<file path="src/hw/rtl/pmq_pkg.sv">
package pmq_pkg;

    typedef logic [4:0] t_op;

    localparam t_op OP_ABS    = 5'd0;
    localparam t_op OP_DIV    = 5'd1;
    localparam t_op OP_DIVS   = 5'd2;
    localparam t_op OP_DOZ    = 5'd3;
    localparam t_op OP_DOZI   = 5'd4;
    localparam t_op OP_MASKG  = 5'd5;
    localparam t_op OP_MASKIR = 5'd6;
    localparam t_op OP_MUL    = 5'd7;
    localparam t_op OP_NABS   = 5'd8;
    localparam t_op OP_RLMI   = 5'd9;
    localparam t_op OP_RRIB   = 5'd10;
    localparam t_op OP_SLE    = 5'd11;
    localparam t_op OP_SLEQ   = 5'd12;
    localparam t_op OP_SLIQ   = 5'd13;
    localparam t_op OP_SLLIQ  = 5'd14;
    localparam t_op OP_SLLQ   = 5'd15;
    localparam t_op OP_SLQ    = 5'd16;
    localparam t_op OP_SRAIQ  = 5'd17;
    localparam t_op OP_SRAQ   = 5'd18;
    localparam t_op OP_SRE    = 5'd19;
    localparam t_op OP_SREA   = 5'd20;
    localparam t_op OP_SREQ   = 5'd21;
    localparam t_op OP_SRIQ   = 5'd22;
    localparam t_op OP_SRLIQ  = 5'd23;
    localparam t_op OP_SRLQ   = 5'd24;
    localparam t_op OP_SRQ    = 5'd25;

    localparam int IN_DATA_W  = 136;
    localparam int OUT_DATA_W = 72;
    localparam int Q_DEPTH    = 2;

    typedef enum logic [1:0] {
        K_SIMPLE = 2'd0,
        K_MUL    = 2'd1,
        K_DIV    = 2'd2
    } t_kind;

    typedef struct packed {
        t_kind        kind;
        t_op          op;
        logic [31:0]  a;
        logic [31:0]  b;
        logic [31:0]  s;
        logic [4:0]   imm;
        logic [4:0]   mb;
        logic [4:0]   me;
        logic [15:0]  simm;
        logic         rec;
        logic         oe;
    } t_item;

    typedef struct packed {
        logic [31:0] res;
        logic        to_a;
        logic        wr;
        logic [31:0] crv;
        logic [31:0] mq;
        logic        so;
        logic        ov;
        logic        ca;
    } t_res;

endpackage

</file>
<file path="src/hw/rtl/pmq_front.sv">
module pmq_front
    import pmq_pkg::*;
(
    input  logic                  i_clk,
    input  logic                  i_rst_n,
    input  logic                  s_axis_tvalid,
    output logic                  s_axis_tready,
    input  logic [IN_DATA_W-1:0]  s_axis_tdata,
    input  logic [4:0]            s_axis_tuser,
    output logic                  o_push,
    output t_item                 o_item,
    input  logic                  i_q_ready
);

    logic  r_valid;
    t_item r_item;
    t_item n_item;

    assign s_axis_tready = !r_valid || i_q_ready;
    assign o_push        = r_valid;
    assign o_item        = r_item;

    always_comb begin
        n_item.op   = s_axis_tuser;
        n_item.a    = s_axis_tdata[31:0];
        n_item.b    = s_axis_tdata[63:32];
        n_item.s    = s_axis_tdata[95:64];
        n_item.imm  = s_axis_tdata[100:96];
        n_item.mb   = s_axis_tdata[105:101];
        n_item.me   = s_axis_tdata[110:106];
        n_item.simm = s_axis_tdata[126:111];
        n_item.rec  = s_axis_tdata[127];
        n_item.oe   = s_axis_tdata[128];
        if (s_axis_tuser == OP_MUL) begin
            n_item.kind = K_MUL;
        end else if (s_axis_tuser == OP_DIV || s_axis_tuser == OP_DIVS) begin
            n_item.kind = K_DIV;
        end else begin
            n_item.kind = K_SIMPLE;
        end
    end

    always_ff @(posedge i_clk) begin
        if (!i_rst_n) begin
            r_valid <= 1'b0;
        end else if (s_axis_tready) begin
            r_valid <= s_axis_tvalid;
        end
        if (s_axis_tready && s_axis_tvalid) begin
            r_item <= n_item;
        end
    end

endmodule

</file>
<file path="config.mk">
export PLATFORM = sky130hd
export DESIGN_NAME = pmq_front
export DESIGN_NICKNAME = d
export VERILOG_FILES = /design/src/hw/rtl/pmq_pkg.sv /design/src/hw/rtl/pmq_front.sv
export SDC_FILE = /design/constraint.sdc
export NUM_CORES = 1
export LEC_CHECK = 0
export ABC_AREA = 1
export BUFFER_PORTS_ARGS = -buffer_cell sky130_fd_sc_hd__buf_2
export CAP_MARGIN = 15
export CORE_UTILIZATION = 30
export CTS_CLUSTER_DIAMETER = 200
export DETAILED_ROUTE_END_ITERATION = 16
export PLACE_DENSITY = 0.73
export SETUP_SLACK_MARGIN = 0.4
export SLEW_MARGIN = 20
export SYNTH_ARGS = -nofsm -noshare
export SYNTH_HDL_FRONTEND = slang
export SYNTH_SLANG_ARGS = --single-unit
</file>
<file path="constraint.sdc">
create_clock -name i_clk -period 10.1 [get_ports i_clk]
set_clock_uncertainty 0.1 [all_clocks]
set_input_delay 0.505 -clock i_clk [delete_from_list [all_inputs] [get_ports i_clk]]
set_output_delay 0.505 -clock i_clk [all_outputs]
set_load 0.05 [all_outputs]
</file>
Word level (Yosys, flattened, before mapping)
Cells that the tools add are included.

Output and inout port bits: 138. Bits in writable memories: 0. Bits of input ports: 145. Register bits: 137. ROM bits: 0. Memories kept: 0. Latch bits: 0.

$lt $le $gt $ge: 0. Bitwise logic cells: 0. Muxes and demuxes: 1. $add $sub $neg: 0. Multipliers: 0. Reduce and logical (&&, ||, !) cells: 4. Div/mod/pow operators: 0. Shifts and indexed selects: 0. Equality and inequality tests: 3.

Operators by type and width (count): 5-bit by 1-bit equality test with 1-bit output, second input constant (1); 5-bit by 2-bit equality test with 1-bit output, second input constant (1); 5-bit by 3-bit equality test with 1-bit output, second input constant (1); 1-bit logical OR (2); 2-bit two-way mux (1); 1-bit logical AND (1); 1-bit zero test (1).

Depth between registers and ports, before layout
Word-level depth: 3. Mapped depth: 4. Depth with buffers taken out: 4.

Worst setup path before layout
Ideal clock, no wire load.

Kind: flip-flop to flip-flop. Start: register r_valid, in the netlist o_push. End: register r_item (netlist bit o_item[0]) (enable). Data arrival time: 7.134 ns. Library setup time: 0.675 ns. Setup slack: 2.191 ns. Stages on the path, launching flop included: 2. Cell sequence: dfxtp_1 a21oi_1.

Longest elaborated chain between the ends: 3.

Ends and longest elaborated chain: start: declaration (line pmq_front.sv:15) `logic r_valid;`; start signal: assignment (line pmq_front.sv:47) `r_valid <= s_axis_tvalid;`; 1-bit zero test (line pmq_front.sv:19) `assign s_axis_tready = !r_valid || i_q_ready;`; 1-bit logical OR (line pmq_front.sv:19); 1-bit logical AND (line pmq_front.sv:49) `if (s_axis_tready && s_axis_tvalid) begin`; end signal: assignment (line pmq_front.sv:50) `r_item <= n_item;`; end: declaration (line pmq_front.sv:16) `t_item r_item;`.

Every way passes these cells. A chain may end at the register's enable or synchronous reset.

Final worst setup path
Start: register r_valid, in the netlist o_push. End: register r_item (netlist bit o_item[125]) (enable).

The elaborated chain is that of the path after synthesis.

==> run metrics <==
status=completed; post-synthesis instance total=approximately 150; Seq pwr share=0.469; Post-Syn Area=4177 sq um; CP endpoint kind=register; Internal Power=roughly 1.1 mW; number of cells on the critical path=2; Largest stage delay, worst path=approximately 0.69 ns; Synth top area share=0.9778; Rel. slew slack=0.3995; crit share post-route=0.1724; htree depth=4; clock share of power=0.400; top post-synthesis cells by area=edfxtp_1 98%, inv_1 0.54%, dfxtp_1 0.48%; Hold-fix buffers, CTS=0; path type of the worst setup path=reg -> reg; Max Cap Viol=0; switching power of the nets=about 0.37 mW; placed insts=~610; Max IR drop VDD=0.1204 mV; Netlist cell types=9; die area=~14,000 sq um; Hold Crit Class=in -> reg; port bufs=between 200 and 300; Layout Cells excl Fill=between 600 and 700; Clock Tree Buf Depth=2; post-CTS sizing=0; ANT cells=0; CP arrival=around 1.7 ns; Initial Util=0.3117; first-pass GRT wire length=~14 mm; total number of vias=roughly 2,600; fillers=~1,200; Lkg Pwr=between 2 and 3 nW; Worst-path clk slew=approximately 0.060 ns; PD cells=about 230 nW/um^2; pin count of the biggest net entering global routing=73; Total Neg Setup Slack=0 ns; CP max-delay cell=buf_4; fin nets=just under 600; first-pass iteration count of the detailed router=4; startpoint type of the worst setup path=register; Sw Share=0.2592; Core Area=approximately 13,000 sq um; FMAX=between 500 and 600 MHz; WP buf/inv=1; GR peak layer=met2; CTS root buf=clkbuf_16; worst-path cell chain=a21oi_4, buf_4; Top Ports=283; min cycle time layout=roughly 1.7 ns; Reg2Reg Capture Point=o_item[125]$_DFFE_PP_; 1st-iter DRT viols=137; drt total wl=approximately 10 mm; initial antenna violation count=1; hold depth=1; Worst Hold End=o_item[6]$_DFFE_PP_; gpl congestion=slightly above 0.7; Req. time, crit path=about 10 ns; average size of a mapped cell=roughly 27 sq um; Detail Route Antenna Nets=0; GRT overflow=0; area delta synth->final=52.31%; CP delay by family, top=buffers and inverters; grt met1 use=0.1429; min-delay src=s_axis_tdata[115]; drt drc=0; chip height=about 120 microns; met3 Usage GRT=0.06416; worst-case reg-to-reg path depth=2; met2 GRT Util=0.2259; RSZ-0062 raised after global routing=no; Worst R2R Start=o_push$_SDFFE_PN0P_; Comb power frac=0.131; Die W=120.0 microns; area of the multi-input gates=between 60 and 70 sq um; vias in the first global route=about 2,700; Clock Latency Late Sink=0.41 ns; synthesized net count=299; TritonCTS clock tree=done; routed length per instance=around 15 microns; CTS Buf Count=17; num rows=42; Worst Tran Pin Value=0.9008 ns; critical-path maximum fanout=a little over 70; # Post-CTS Setup Buffers=0; post-DP HPWL=roughly 7.5 mm; r2r setup slk=~8.4 ns; final setup fails=0; Register Area=about 4100 sq um; sequential element share of the synthesized area=0.9826; fraction of final layout cells sized beyond drive strength 1=0.6609; TritonCTS Sinks=137; cell taking the most area after synthesis=edfxtp_1; max-slew violation count=0; final hold vios=0; Via density=about 4.1; Global Route Usage Sum=0.1364; FF+latch count, synth=between 100 and 150; Syn. warnings=0
[layout by cell type (no fill, tap or decap)]
master and count:
buf_2 275, edfxtp_1 136, clkbuf_16 17, inv_1 6, nand2_1 5, clkinv_1 4
clkinvlp_4 4, clkinv_2 2, clkinv_4 2, bufinv_16 2, buf_4 2, a21oi_4 1
nand3_1 1, nor2_1 1, nor2b_1 1, a21oi_1 1, nor2_2 1, clkbuf_1 1
dfxtp_1 1
[power by group through the flow]
stage	combinational [mW]	sequential [mW]	clock [mW]
floorplan	0.0119	0.808	0
global placement	0.186	0.685	0
detailed placement	0.189	0.686	0
CTS	0.189	0.675	0.593
global route	0.195	0.677	0.613
finish	0.188	0.674	0.576
[sequential cells by signal (all words and copies together), names as in the netlist]
signal and flops:
o_push 1, o_item 136
[cell usage after synthesis]
cell,instances
a21oi_1,2
dfxtp_1,1
edfxtp_1,136
inv_1,6
nand2_1,5
nand3_1,1
nor2_1,1
nor2_2,1
nor2b_1,1
[layer usage]
metal	up-vias	share of wire	wire length [microns]
met5	-	0.0013	13
met1	1215	0.37	3591
met4	2	0.021	205
li1	1205	-	-
met2	157	0.51	4987
met3	18	0.10	975
[logic make-up after synthesis]
kind of cell | count (synthesis) | synth area share
flops | 137 | 0.9826
simple gates | 9 | 0.009587
compound gates | 2 | 0.002397
buf+inv | 6 | 0.005392
[cell type report]
type / count / area share
Clock buffer: 18 / 0.06747
Tap cell: 176 / 0.03462
Multi-Input combinational cell: 11 / 0.009638
Sequential cell: 137 / 0.6452
Inverter: 6 / 0.003541
Clock inverter: 14 / 0.02085
Timing Repair Buffer: 277 / 0.2187
[how the worst max path moves through the flow]
stage,from,slack (ns),to
final,o_push$_SDFFE_PN0P_,8.36,o_item[125]$_DFFE_PP_
after global routing,o_push$_SDFFE_PN0P_,8.28,o_item[100]$_DFFE_PP_
after CTS,o_push$_SDFFE_PN0P_,8.35,s_axis_tready
after detailed placement,i_q_ready,8.09,o_item[100]$_DFFE_PP_
after global placement,i_q_ready,8.14,o_item[12]$_DFFE_PP_
after floorplan,o_push$_SDFFE_PN0P_,2.19,o_item[0]$_DFFE_PP_
[metrics by stage]
stage / power (mW) / worst slack (ns) / utilization / hold slack (ns) / area (sq um)
6_report: 1.438 / 8.359 / 0.4747 / 0.1672 / 6361
5_1_grt: 1.485 / 8.277 / 0.4747 / 0.1389 / 6361
2_1_floorplan: 0.8197 / 2.191 / - / 0.5039 / 4177
3_3_place_gp: 0.8708 / 8.142 / 0.4328 / 0.4121 / 5799
3_5_place_dp: 0.8757 / 8.086 / 0.4328 / 0.4360 / 5799
4_1_cts: 1.457 / 8.349 / 0.4747 / 0.1399 / 6361
(Power assumes the default switching activity.)
