## config.mk

```make
export PLATFORM = sky130hd
export DESIGN_NAME = pmq_queue
export DESIGN_NICKNAME = d
export VERILOG_FILES = /design/src/hw/rtl/pmq_pkg.sv /design/src/hw/rtl/pmq_queue.sv
export SDC_FILE = /design/constraint.sdc
export NUM_CORES = 1
export LEC_CHECK = 0
export BUFFER_PORTS_ARGS = -buffer_cell sky130_fd_sc_hd__buf_2
export CAP_MARGIN = 20
export CORE_MARGIN = 2
export CORE_UTILIZATION = 50
export DETAILED_ROUTE_END_ITERATION = 6
export MAX_ROUTING_LAYER = met4
export PLACE_DENSITY = 0.8
export SLEW_MARGIN = 15
export SYNTH_ARGS = -nofsm -noshare
export SYNTH_HDL_FRONTEND = slang
export SYNTH_SLANG_ARGS = --single-unit
```

## constraint.sdc

```tcl
create_clock -name i_clk -period 5.7 [get_ports i_clk]
set_input_delay 0.57 -clock i_clk [delete_from_list [all_inputs] [get_ports i_clk]]
set_output_delay 0.57 -clock i_clk [all_outputs]
set_load 0.01 [all_outputs]
```

## src/hw/rtl/pmq_pkg.sv

```systemverilog
package pmq_pkg;

    typedef logic [4:0] t_op;

    localparam t_op OP_ABS    = 5'd0;
    localparam t_op OP_DIV    = 5'd1;
    localparam t_op OP_DIVS   = 5'd2;
    localparam t_op OP_DOZ    = 5'd3;
    localparam t_op OP_DOZI   = 5'd4;
    localparam t_op OP_MASKG  = 5'd5;
    localparam t_op OP_MASKIR = 5'd6;
    localparam t_op OP_MUL    = 5'd7;
    localparam t_op OP_NABS   = 5'd8;
    localparam t_op OP_RLMI   = 5'd9;
    localparam t_op OP_RRIB   = 5'd10;
    localparam t_op OP_SLE    = 5'd11;
    localparam t_op OP_SLEQ   = 5'd12;
    localparam t_op OP_SLIQ   = 5'd13;
    localparam t_op OP_SLLIQ  = 5'd14;
    localparam t_op OP_SLLQ   = 5'd15;
    localparam t_op OP_SLQ    = 5'd16;
    localparam t_op OP_SRAIQ  = 5'd17;
    localparam t_op OP_SRAQ   = 5'd18;
    localparam t_op OP_SRE    = 5'd19;
    localparam t_op OP_SREA   = 5'd20;
    localparam t_op OP_SREQ   = 5'd21;
    localparam t_op OP_SRIQ   = 5'd22;
    localparam t_op OP_SRLIQ  = 5'd23;
    localparam t_op OP_SRLQ   = 5'd24;
    localparam t_op OP_SRQ    = 5'd25;

    localparam int IN_DATA_W  = 136;
    localparam int OUT_DATA_W = 72;
    localparam int Q_DEPTH    = 2;

    typedef enum logic [1:0] {
        K_SIMPLE = 2'd0,
        K_MUL    = 2'd1,
        K_DIV    = 2'd2
    } t_kind;

    typedef struct packed {
        t_kind        kind;
        t_op          op;
        logic [31:0]  a;
        logic [31:0]  b;
        logic [31:0]  s;
        logic [4:0]   imm;
        logic [4:0]   mb;
        logic [4:0]   me;
        logic [15:0]  simm;
        logic         rec;
        logic         oe;
    } t_item;

    typedef struct packed {
        logic [31:0] res;
        logic        to_a;
        logic        wr;
        logic [31:0] crv;
        logic [31:0] mq;
        logic        so;
        logic        ov;
        logic        ca;
    } t_res;

endpackage

```

## src/hw/rtl/pmq_queue.sv

```systemverilog
module pmq_queue
    import pmq_pkg::*;
(
    input  logic  i_clk,
    input  logic  i_rst_n,
    input  logic  i_push,
    input  t_item i_item,
    output logic  o_ready,
    output logic  o_valid,
    output t_item o_item,
    input  logic  i_pop
);

    localparam int PW = $clog2(Q_DEPTH);

    t_item         r_mem [Q_DEPTH];
    logic [PW-1:0] r_wp;
    logic [PW-1:0] r_rp;
    logic [PW:0]   r_cnt;
    logic          wr_en;
    logic          rd_en;

    assign o_ready = (r_cnt != (PW+1)'(Q_DEPTH));
    assign o_valid = (r_cnt != '0);
    assign o_item  = r_mem[r_rp];
    assign wr_en   = i_push && o_ready;
    assign rd_en   = i_pop && o_valid;

    always_ff @(posedge i_clk) begin
        if (!i_rst_n) begin
            r_wp  <= '0;
            r_rp  <= '0;
            r_cnt <= '0;
        end else begin
            if (wr_en) begin
                r_wp <= (r_wp == PW'(Q_DEPTH - 1)) ? '0 : r_wp + 1'b1;
            end
            if (rd_en) begin
                r_rp <= (r_rp == PW'(Q_DEPTH - 1)) ? '0 : r_rp + 1'b1;
            end
            r_cnt <= r_cnt + (PW+1)'(wr_en) - (PW+1)'(rd_en);
        end
        if (wr_en) begin
            r_mem[r_wp] <= i_item;
        end
    end

`ifndef SYNTHESIS
    a_cnt_bound: assert property (@(posedge i_clk) disable iff (!i_rst_n)
        r_cnt <= (PW+1)'(Q_DEPTH))
        else $error("queue count beyond depth");
    a_cnt_step: assert property (@(posedge i_clk) disable iff (!i_rst_n)
        (wr_en && !rd_en) |=> r_cnt == $past(r_cnt) + 1'b1)
        else $error("queue count did not follow a push");
    a_pop_empty: assert property (@(posedge i_clk) disable iff (!i_rst_n)
        (r_cnt == '0) |-> !rd_en)
        else $error("read from empty queue");
`endif

endmodule

```

After elaboration in Yosys (flattened, before gate mapping)
Memories as Yosys holds them, arrays and structs flattened. A register that Yosys moved wholly into a read port is not among the register bits.
Index checks and enable logic that the tools add are counted.
Storage, ports and cells
  register bits after elaboration: 4
  RAM bits: 272
  input bits: 140
  output and inout bits: 138
  logic and storage cells: 18
  memories kept: 1
Memories
  r_mem: words 2, width 136, rd ports 1, clocked after memory_dff 1, wr ports 1, line pmq_queue.sv:16  | t_item r_mem [Q_DEPTH];
Operators by class
  $add $sub $neg: 4
  eq/ne operators: 1
  muxes and demuxes: 6
  reduce and logical (&&, ||, !) cells: 3
Operators with widths (count)
  $mux 1: 6
  $add 1x1->1 const B: 2
  $add 2x1->2: 1
  $logic_and 1x1->1: 2
  $ne 2x2->1 const B: 1
  $reduce_bool 2->1: 1
  $sub 2x1->2: 1

Depth between registers and ports, before layout
Gate-level depths: netlist (run 1).
  depth in word-level cells: 4
  depth in mapped cells: 6
  depth with buffers taken out: 6

Least setup slack after synthesis (run 1)
No wires, ideal clock.
  path type: flip-flop to flip-flop
  start point: register r_cnt[0]
  end point: memory r_mem[1][0] (netlist name) (enable)
  setup time: 0.512 ns
  arrival: 3.834 ns
  required time: 5.188 ns
  slack: 1.354 ns
  stages on the path, launching flop included: 3
  buffers on the path: 0
  clock period less this slack: 4.346 ns
  cell sequence: dfxtp_1 > nand2b_1 > and3_1
Between the ends
  word-level cells in the longest chain between the ends: 4
RTL lines
  start: declaration: line pmq_queue.sv:19  | logic [PW:0] r_cnt;
  start signal: assignment: line pmq_queue.sv:41  | r_cnt <= r_cnt + (PW+1)'(wr_en) - (PW+1)'(rd_en);
  $ne 2x2->1: line pmq_queue.sv:23  | assign o_ready = (r_cnt != (PW+1)'(Q_DEPTH));
  net o_ready: line pmq_queue.sv:8  | output logic o_ready,
  $logic_and 1x1->1: line pmq_queue.sv:26  | assign wr_en = i_push && o_ready;
  $mux 1: line pmq_queue.sv:43  | if (wr_en) begin
  $mux 1 (implied by the code): line pmq_queue.sv:44  | r_mem[r_wp] <= i_item;
  end: declaration: line pmq_queue.sv:16
The timed path passes the listed nets, and every way through them passes these cells.

==> impl_metrics.tcl, run 1 <==
set metrics [dict create \
    io_buffers 277 \
    finalClockSkew_ns 0.00722 \
    cts_tree "yes" \
    coreArea_um2 20200 \
    ys_seq_elements 277 \
    critical_path_required_ns 5.13 \
    layout_commonest_cell "buf_2" \
    crit_end "o_item[34]" \
    wl_met2_um 9950 \
    rr_startpoint "r_cnt[0]" \
    cp_max_fo 71 \
    ir_drop_mv 0.433 \
    endpoint_kind "output port" \
    yosysSeqAreaShare_pct 80.9 \
    hp-class "in -> reg" \
    setup_viol 0 \
    n_fill_cell 1420 \
    dp.final_hpwl_um 12900 \
    path_delay_family "flip-flops" \
    fp.dieW_um 147 \
    io_pins 278 \
    drtIter0Drc 176 \
    antenna_found_initial 3 \
    wl_met3_um 1680 \
    maxCapViolations 0 \
    via_count 5238 \
    avgSynthCellArea_um2 22.6 \
    wl_um 19300 \
    ant_nets 0 \
    synth_nets 593 \
    r2r-end "r_mem[1][60]" \
    yosys_warnings 0 \
    met1_length_um 7270 \
    critPathMaxStageDelay_ns 0.93 \
    die_h_um 147 \
    fin_nets 889 \
    yosysUniqueCellTypes 24 \
    fin_area_um2 12800 \
    final_cell_mix "buf_2, edfxtp_1, mux2_2" \
    cp_slowest_cell "dfxtp_4" \
    rows 52 \
    viasPerCell 5.04 \
    cts.htree.levels 1 \
    relSlewSlack_pct 39.4 \
    clock_latency_ns 0.52 \
    cp.arrival_ns 2.57 \
    criticalPathCategory "reg -> out" \
    cts_root_buffer "clkbuf_16" \
    cts-hold-fix-buffers 0 \
    clkSinkCount 277 \
    power.leakage_nw 4.84 \
    cts_max_path_buffers 3 \
    dr.pass1.iters 4 \
    r2r.worst_path.cells 3 \
    dpl-instance-area_um2 11900 \
    crit_chain "buf_12 > mux2_2 > buf_2" \
    crit_cells 3 \
    worst_pin_slew_ns 0.908 \
    area_growth_pct 25.0 \
    slew_viol_final 0 \
    grt_pass1_wl_um 29000 \
    synth_area_um2 10200 \
    utilization_pct 63.4 \
    clkSlewWorstSetupHoldPaths_ns 0.06 \
    gr-total-overflow 0 \
    max_freq_mhz 319 \
    setup_tns_ns 0 \
    cts_buffers 28 \
    track_usage_pct 17.5 \
    post_cts_buffers 0 \
    wl_per_cell_um 18.5 \
    start_util_pct 50.7 \
    power.density_nw_per_um2 420 \
    drive_above_1_share_pct 60.1 \
    top_layer_used "met4" \
    final_hold_viol_count 0 \
    syn_inst 452 \
    grt_max_degree 93 \
    drc 0 \
    grt_pass1_vias 5594 \
    crit_buf_inv 2 \
    cp-start-kind "register" \
    gp_congestion 0.754 \
    rsz0062_at_grt "no" \
    design.die.area_um2 21600 \
    cts_resized 0 \
    status "complete, no violations" \
    period_share_pct 55.0 \
    min_period_ns 3.14 \
    r2r_slack_ns 2.99 \
]
==> per-stage QoR <==
stage	hold slack, ns	total power, mW	instances	worst slack (ns)
after floorplan	0.529	3.31	452	1.35
after global placement	0.570	3.64	988	3.09
after detailed placement	0.605	3.68	988	2.96
after CTS	0.204	5.43	1036	2.52
after global routing	0.203	5.59	1039	2.42
final	0.235	5.37	1039	2.56
==> cells by family after synthesis <==
group           count (synthesis)  synth area share (%)
flops                         277                  80.9
compound gates                  7                 0.526
buf+inv                        16                  1.14
simple gates                   13                 0.722
mux                           137                  16.5
fa+ha+maj                       1                 0.122
xor+xnor                        1                0.0857
==> power breakdown <==
| part | total (mW) | internal, mW | leakage (nW) | switching (mW) |
|---|---|---|---|---|
| registers | 2.59 | 2.48 | 2.59 | 0.108 |
| clock network | 1.74 | 1.05 | 0.433 | 0.688 |
| logic | 1.04 | 0.528 | 1.82 | 0.515 |
| total | 5.37 | 4.06 | 4.84 | 1.31 |
==> routing by layer <==
metal | vias up | GRT usage [%]
li1 | 2399 | -
met1 | 2585 | 20.4
met4 | 0 | 4.95
met3 | 21 | 5.16
met5 | - | -
met2 | 233 | 30.0
==> how the worst min path moves through the flow <==
| stage | to | slack [ns] | depth (start not counted) | from |
|---|---|---|---|---|
| 2_1_floorplan | r_wp | 0.53 | 2 | r_wp |
| 3_3_place_gp | r_rp | 0.57 | 2 | r_rp |
| 3_5_place_dp | register | 0.60 | 2 | r_rp |
| 4_1_cts | r_mem[0][103] | 0.20 | 1 | i_item[103] |
| 5_1_grt | r_mem[0][103] | 0.20 | 1 | i_item[103] |
| 6_report | r_mem[1][118] | 0.23 | 1 | i_item[118] |
==> cell usage after synthesis <==
master	n	share of area [%]
a21boi_0	1	0.073
mux2i_1	1	0.098
xnor2_1	1	0.086
edfxtp_1	272	80
nand3b_1	1	0.073
a32oi_1	1	0.086
mux2_4	40	5.9
buf_2	9	0.44
or2_2	1	0.061
nor2_1	2	0.073
inv_1	1	0.037
and3_1	1	0.061
ha_1	1	0.12
buf_6	6	0.66
a21bo_2	2	0.20
and2_1	3	0.18
dfxtp_1	5	0.98
nor2b_1	1	0.061
nand2b_1	2	0.12
nand2_1	1	0.037
a211oi_1	1	0.073
o21ai_0	2	0.098
nand3_1	1	0.049
mux2_2	96	11
==> state kept, by name (all words and copies together), names as in the netlist, named ones only <==
| signal | count |
|---|---|
| r_mem | 272 |
| r_cnt | 2 |
| r_wp | 1 |
| r_rp | 1 |
==> area by class of cell <==
type | instances | area (um2) | area share (%)
sequential | 277 | 8270 | 64.7
multi-input combinational | 159 | 1850 | 14.4
timing repair buffer | 281 | 1430 | 11.2
clock buffer | 41 | 801 | 6.26
tap | 270 | 338 | 2.64
clock inverter | 7 | 82.6 | 0.646
inverter | 1 | 8.76 | 0.0685
antenna | 3 | 7.51 | 0.0587
Power figures use the tool's default switching activity.
==> inputs of run 2 (changes only) <==
--- a/config.mk
+++ b/config.mk
@@ -8,10 +8,10 @@
 export BUFFER_PORTS_ARGS = -buffer_cell sky130_fd_sc_hd__buf_2
 export CAP_MARGIN = 20
 export CORE_MARGIN = 2
-export CORE_UTILIZATION = 50
+export CORE_UTILIZATION = 47
 export DETAILED_ROUTE_END_ITERATION = 6
 export MAX_ROUTING_LAYER = met4
-export PLACE_DENSITY = 0.8
+export PLACE_DENSITY = 0.79
 export SLEW_MARGIN = 15
 export SYNTH_ARGS = -nofsm -noshare
 export SYNTH_HDL_FRONTEND = slang
==> constraint.sdc (replaced) <==
create_clock -name i_clk -period 2.58 [get_ports i_clk]
set_input_delay 0.258 -clock i_clk [delete_from_list [all_inputs] [get_ports i_clk]]
set_output_delay 0.258 -clock i_clk [all_outputs]
set_load 0.01 [all_outputs]
==> impl_metrics.tcl, run 2 (same netlist as run 1, synthesis figures left out) <==
set metrics [dict create \
    min_from "i_push" \
    final_cell_mix "buf_2, edfxtp_1, dlygate4sd3_1" \
    p_clk_share_pct 30.9 \
    clkSlewWorstSetupHoldPaths_ns 0.06 \
    finalClockSkew_ns 0.0175 \
    critical_path_required_ns 2.32 \
    switching_share_pct 25.1 \
    slew_viol_final 0 \
    r2r-end "r_mem[1][24]" \
    top_regs "r_mem x272, r_cnt x2" \
    cts-hold-fix-buffers 137 \
    cts_root_buffer "clkbuf_16" \
    n_fill_cell 1359 \
    cts_resized 0 \
    drive_above_1_share_pct 51.3 \
    grt_pass1_vias 6126 \
    final_hold_viol_count 0 \
    ant_nets 0 \
    clkSinkCount 277 \
    p_sw_mw 3.02 \
    design.die.area_um2 23000 \
    multi_input_area_um2 1850 \
    cts_max_path_buffers 3 \
    viasPerCell 4.83 \
    gr-total-overflow 0 \
    area_growth_pct 39.3 \
    cts_buffers 29 \
    fp.dieW_um 151 \
    die_h_um 151 \
    wl_um 21600 \
    top_register "r_mem" \
    dp.final_hpwl_um 12700 \
    fin_nets 1032 \
    power.density_nw_per_um2 845 \
    period_share_pct 84.1 \
    cts.htree.levels 1 \
    largest_reg_flops 272 \
    clock_latency_ns 0.53 \
    pwr-share-comb_pct 22.2 \
    intPower_mw 9.01 \
    drc 0 \
    cp-start-kind "register" \
    whs_ns 0.141 \
    antenna_found_initial 1 \
    hp-class "in -> reg" \
    min_period_ns 2.17 \
    via_count 5741 \
    r2r.worst_path.cells 3 \
    coreArea_um2 21200 \
    min_path_cells 3 \
    dr.pass1.iters 4 \
    status "complete, no violations" \
    cp.arrival_ns 1.91 \
    criticalPathCategory "reg -> out" \
    hold_end "r_wp" \
    maxCapViolations 0 \
    rsz0062_at_grt "no" \
    rr_startpoint "r_cnt[0]" \
    cp_max_fo 33 \
    grt_max_degree 88 \
    setup_tns_ns 0 \
    io_pins 278 \
    power.leakage_nw 5.44 \
    pwr-share-seq_pct 46.9 \
    gp_congestion 0.736 \
    max_freq_mhz 461 \
    wl_per_cell_um 18.2 \
    layout_commonest_cell "buf_2" \
    seqCellArea_um2 8270 \
    start_util_pct 48.3 \
    worst_pin_slew_ns 0.663 \
    r2r_slack_ns 0.89 \
    io_buffers 277 \
    rows 53 \
    track_usage_pct 18.5 \
    grt_pass1_wl_um 31700 \
    cts_tree "yes" \
    endpoint_kind "output port" \
    ir_drop_mv 0.603 \
    setup_viol 0 \
    drtIter0Drc 195 \
    relSlewSlack_pct 55.8 \
    post_cts_buffers 0 \
]
## run 2: cell types whose count changed in the layout (fill, tap and decap cells not counted), sizes merged
cell,change
inv,-1
clkinv,+2
diode,-2
dlygate4sd3,+137
bufinv,-2
clkinvlp,+1
buf,+5
clkbuf,+4
## run 2: area by class of cell
type                       count  share of cell area (%)
sequential                   277                    58.1
antenna                        1                  0.0176
timing repair buffer         423                    20.5
clock buffer                  45                    5.73
inverter                       1                  0.0527
clock inverter                 7                   0.228
multi-input combinational    159                    13.0
tap                          275                    2.42
## run 2: how the worst max path moves through the flow
stage	start	end	slack [ns]	cells past startpoint
2_1_floorplan	r_cnt[0]	r_mem[0][0]	-0.46	3
3_3_place_gp	r_cnt[0]	r_mem[1][70]	0.93	3
3_5_place_dp	r_cnt[0]	r_mem[1][28]	0.89	3
4_1_cts	register	o_item[58]	0.38	3
5_1_grt	register	o_item[54]	0.33	3
6_report	register	o_item[127]	0.41	3
## run 2: through the flow
stage | util (%) | std cells | total power [mW] | cell area [um2] | setup slack (ns)
after CTS | 67.3 | 1187 | 12.1 | 14200 | 0.379
after detailed placement | 56.8 | 998 | 8.23 | 12000 | 0.891
after global routing | 67.3 | 1188 | 12.5 | 14200 | 0.327
after floorplan | - | 452 | 7.29 | 10200 | -0.463
final | 67.3 | 1188 | 12.0 | 14200 | 0.411
after global placement | 56.8 | 998 | 8.18 | 12000 | 0.928
## run 2: power by group through the flow
| stage | clock network (mW) | logic, mW | registers [mW] |
|---|---|---|---|
| floorplan | 0 | 1.62 | 5.68 |
| CTS | 3.82 | 2.68 | 5.64 |
| global placement | 0 | 2.48 | 5.70 |
| detailed placement | 0 | 2.50 | 5.73 |
| finish | 3.72 | 2.67 | 5.64 |
| global route | 4.01 | 2.87 | 5.68 |
## run 2: layer usage
layer,global-route usage (%),up-vias,part of all wire [%]
li1,-,2683,-
met1,21.2,2796,39
met2,32.6,220,52
met3,4.55,42,7.1
met4,5.00,0,2.3
met5,-,-,0
## run 2: critical path, stage by stage (launching register included)
cell	delay [ns]
dfxtp_4	0.53
buf_12	0.28
mux2_2	0.39
buf_2	0.15
==> inputs of run 3 (changes only) <==
==> constraint.sdc (replaced) <==
create_clock -name i_clk -period 1.85 [get_ports i_clk]
set_input_delay 0.185 -clock i_clk [delete_from_list [all_inputs] [get_ports i_clk]]
set_output_delay 0.185 -clock i_clk [all_outputs]
set_load 0.01 [all_outputs]
==> impl_metrics.tcl, run 3 (same netlist as run 1, synthesis figures left out) <==
set metrics [dict create \
    p_clk_share_pct 29.4 \
    rows 53 \
    finalClockSkew_ns 0.00819 \
    clock_latency_ns 0.52 \
    drc 0 \
    clkSinkCount 277 \
    cp_slowest_cell "dfxtp_4" \
    intPower_mw 13.5 \
    cts_root_buffer "clkbuf_16" \
    coreArea_um2 21200 \
    r2r-end "r_mem[0][113]" \
    endpoint_kind "output port" \
    cp-start-kind "register" \
    hold_end "r_cnt[1]" \
    wl_um 24900 \
    pre_cts_slack_ns 0.271 \
    n_fill_cell 1246 \
    hp-class "in -> reg" \
    crit_buf_inv 3 \
    drive_above_1_share_pct 52.4 \
    relSlewSlack_pct 68.3 \
    cts_buffers 27 \
    ant_nets 0 \
    setup_tns_ns -7.21 \
    setup_viol 133 \
    cts_max_path_buffers 3 \
    ir_drop_mv 0.893 \
    cts.htree.levels 1 \
    drtIter0Drc 264 \
    min_from "i_pop" \
    track_usage_pct 19.9 \
    gp_congestion 0.726 \
    pwr-share-comb_pct 27.3 \
    area_growth_pct 47.2 \
    power.density_nw_per_um2 1200 \
    io_buffers 277 \
    r2r_slack_ns 0.23 \
    largest_reg_flops 272 \
    gr-total-overflow 0 \
    critPathMaxStageDelay_ns 0.42 \
    crit_chain "buf_16 > buf_12 > mux2_4 > buf_6" \
    die_h_um 151 \
    grt_pass1_wl_um 33500 \
    worst_pin_slew_ns 0.475 \
    cp.arrival_ns 1.78 \
    rsz0062_at_grt "yes" \
    failed_checks "setup timing" \
    cts_tree "yes" \
    critical_path_required_ns 1.66 \
    viasPerCell 5.02 \
    antenna_found_initial 2 \
    path_delay_family "buffers and inverters" \
    dp.final_hpwl_um 12600 \
    min_path_cells 3 \
    design.die.area_um2 23000 \
    clkSlewWorstSetupHoldPaths_ns 0.06 \
    pwr-share-seq_pct 43.3 \
    io_pins 278 \
    stdcell_count 1204 \
    status "complete, but fails checks" \
    seqCellArea_um2 8270 \
    wl_per_cell_um 20.7 \
    setup_ws_ns -0.116 \
    maxCapViolations 0 \
    criticalPathCategory "reg -> out" \
    placed_cells 1000 \
    top_register "r_mem" \
    crit_cells 4 \
    cp_max_fo 14 \
    grt_pass1_vias 6390 \
    final_cell_mix "edfxtp_1, buf_2, dlygate4sd3_1" \
    power.leakage_nw 5.81 \
    layout_commonest_cell "edfxtp_1" \
    slew_viol_final 0 \
    switching_share_pct 25.5 \
    r2r.worst_path.cells 4 \
    fin_nets 1050 \
    start_util_pct 48.3 \
    multi_input_area_um2 1940 \
    max_freq_mhz 509 \
    p_sw_mw 4.61 \
    via_count 6040 \
    rr_startpoint "r_cnt[0]" \
    dr.pass1.iters 4 \
    min_period_ns 1.97 \
    fp.dieW_um 151 \
    period_share_pct 106 \
    final_hold_viol_count 0 \
    grt_max_degree 78 \
    top_regs "r_mem x272, r_cnt x2" \
]
-- run 3: per-layer routing --
metal | share of wire, % | vias to the layer above | GRT usage, %
met5 | 0 | - | -
met1 | 37 | 2962 | 22.8
met2 | 52 | 292 | 35.2
li1 | - | 2727 | -
met3 | 7.9 | 59 | 4.64
met4 | 2.9 | 0 | 5.65
-- run 3: worst reg2reg max path, cell delays in order, from the launching register on --
cell and delay, ns:
dfxtp_2 0.39, nand2b_4 0.16, nand3b_1 0.13, clkinvlp_4 0.14
buf_12 0.34
-- run 3: how the worst max path moves through the flow --
stage,start,endpoint,slack [ns]
after detailed placement,r_cnt[0],r_mem[0][108],0.27
after floorplan,r_cnt[0],r_mem[0][0],-1.19
final,register,o_item[107],-0.12
after global placement,r_cnt[0],r_mem[0][71],0.29
after global routing,register,o_item[107],-0.16
after CTS,register,o_item[68],-0.17
-- run 3: what timing repair did --
| action | 4_1_cts | 5_1_grt |
|---|---|---|
| setup buffers | 0 | 7 |
| gates resized for setup | 32 | 70 |
| cloned | 1 | 10 |
| hold buffers | 137 | 0 |
| endpoints found under the hold margin | 277 | 0 |
| endpoints found under the setup margin | 136 | 136 |
-- run 3: final cells by class --
class | count | share of cell area [%]
Timing Repair Buffer | 443 | 24.2
Clock buffer | 34 | 4.66
Sequential cell | 277 | 55.0
Inverter | 1 | 0.0499
Clock inverter | 13 | 0.914
Multi-Input combinational cell | 159 | 12.9
Antenna cell | 2 | 0.0332
Tap cell | 275 | 2.29
-- run 3: power groups by stage --
stage | sequential [mW] | combinational [mW] | clock [mW]
after global routing | 7.89 | 5.23 | 5.67
after global placement | 7.89 | 3.56 | 0
final | 7.84 | 4.94 | 5.31
after detailed placement | 7.93 | 3.60 | 0
after CTS | 7.82 | 4.14 | 5.34
after floorplan | 7.92 | 2.26 | 0
-- run 3: stage by stage --
step	total power, mW	hold WS (ns)	util (%)	cell area (um2)
3_5_place_dp	11.5	0.376	57.0	12100
3_3_place_gp	11.4	0.372	57.0	12100
4_1_cts	17.3	0.0491	68.5	14500
6_report	18.1	0.0649	71.2	15100
5_1_grt	18.8	0.0702	71.2	15100
2_1_floorplan	10.2	0.284	-	10200
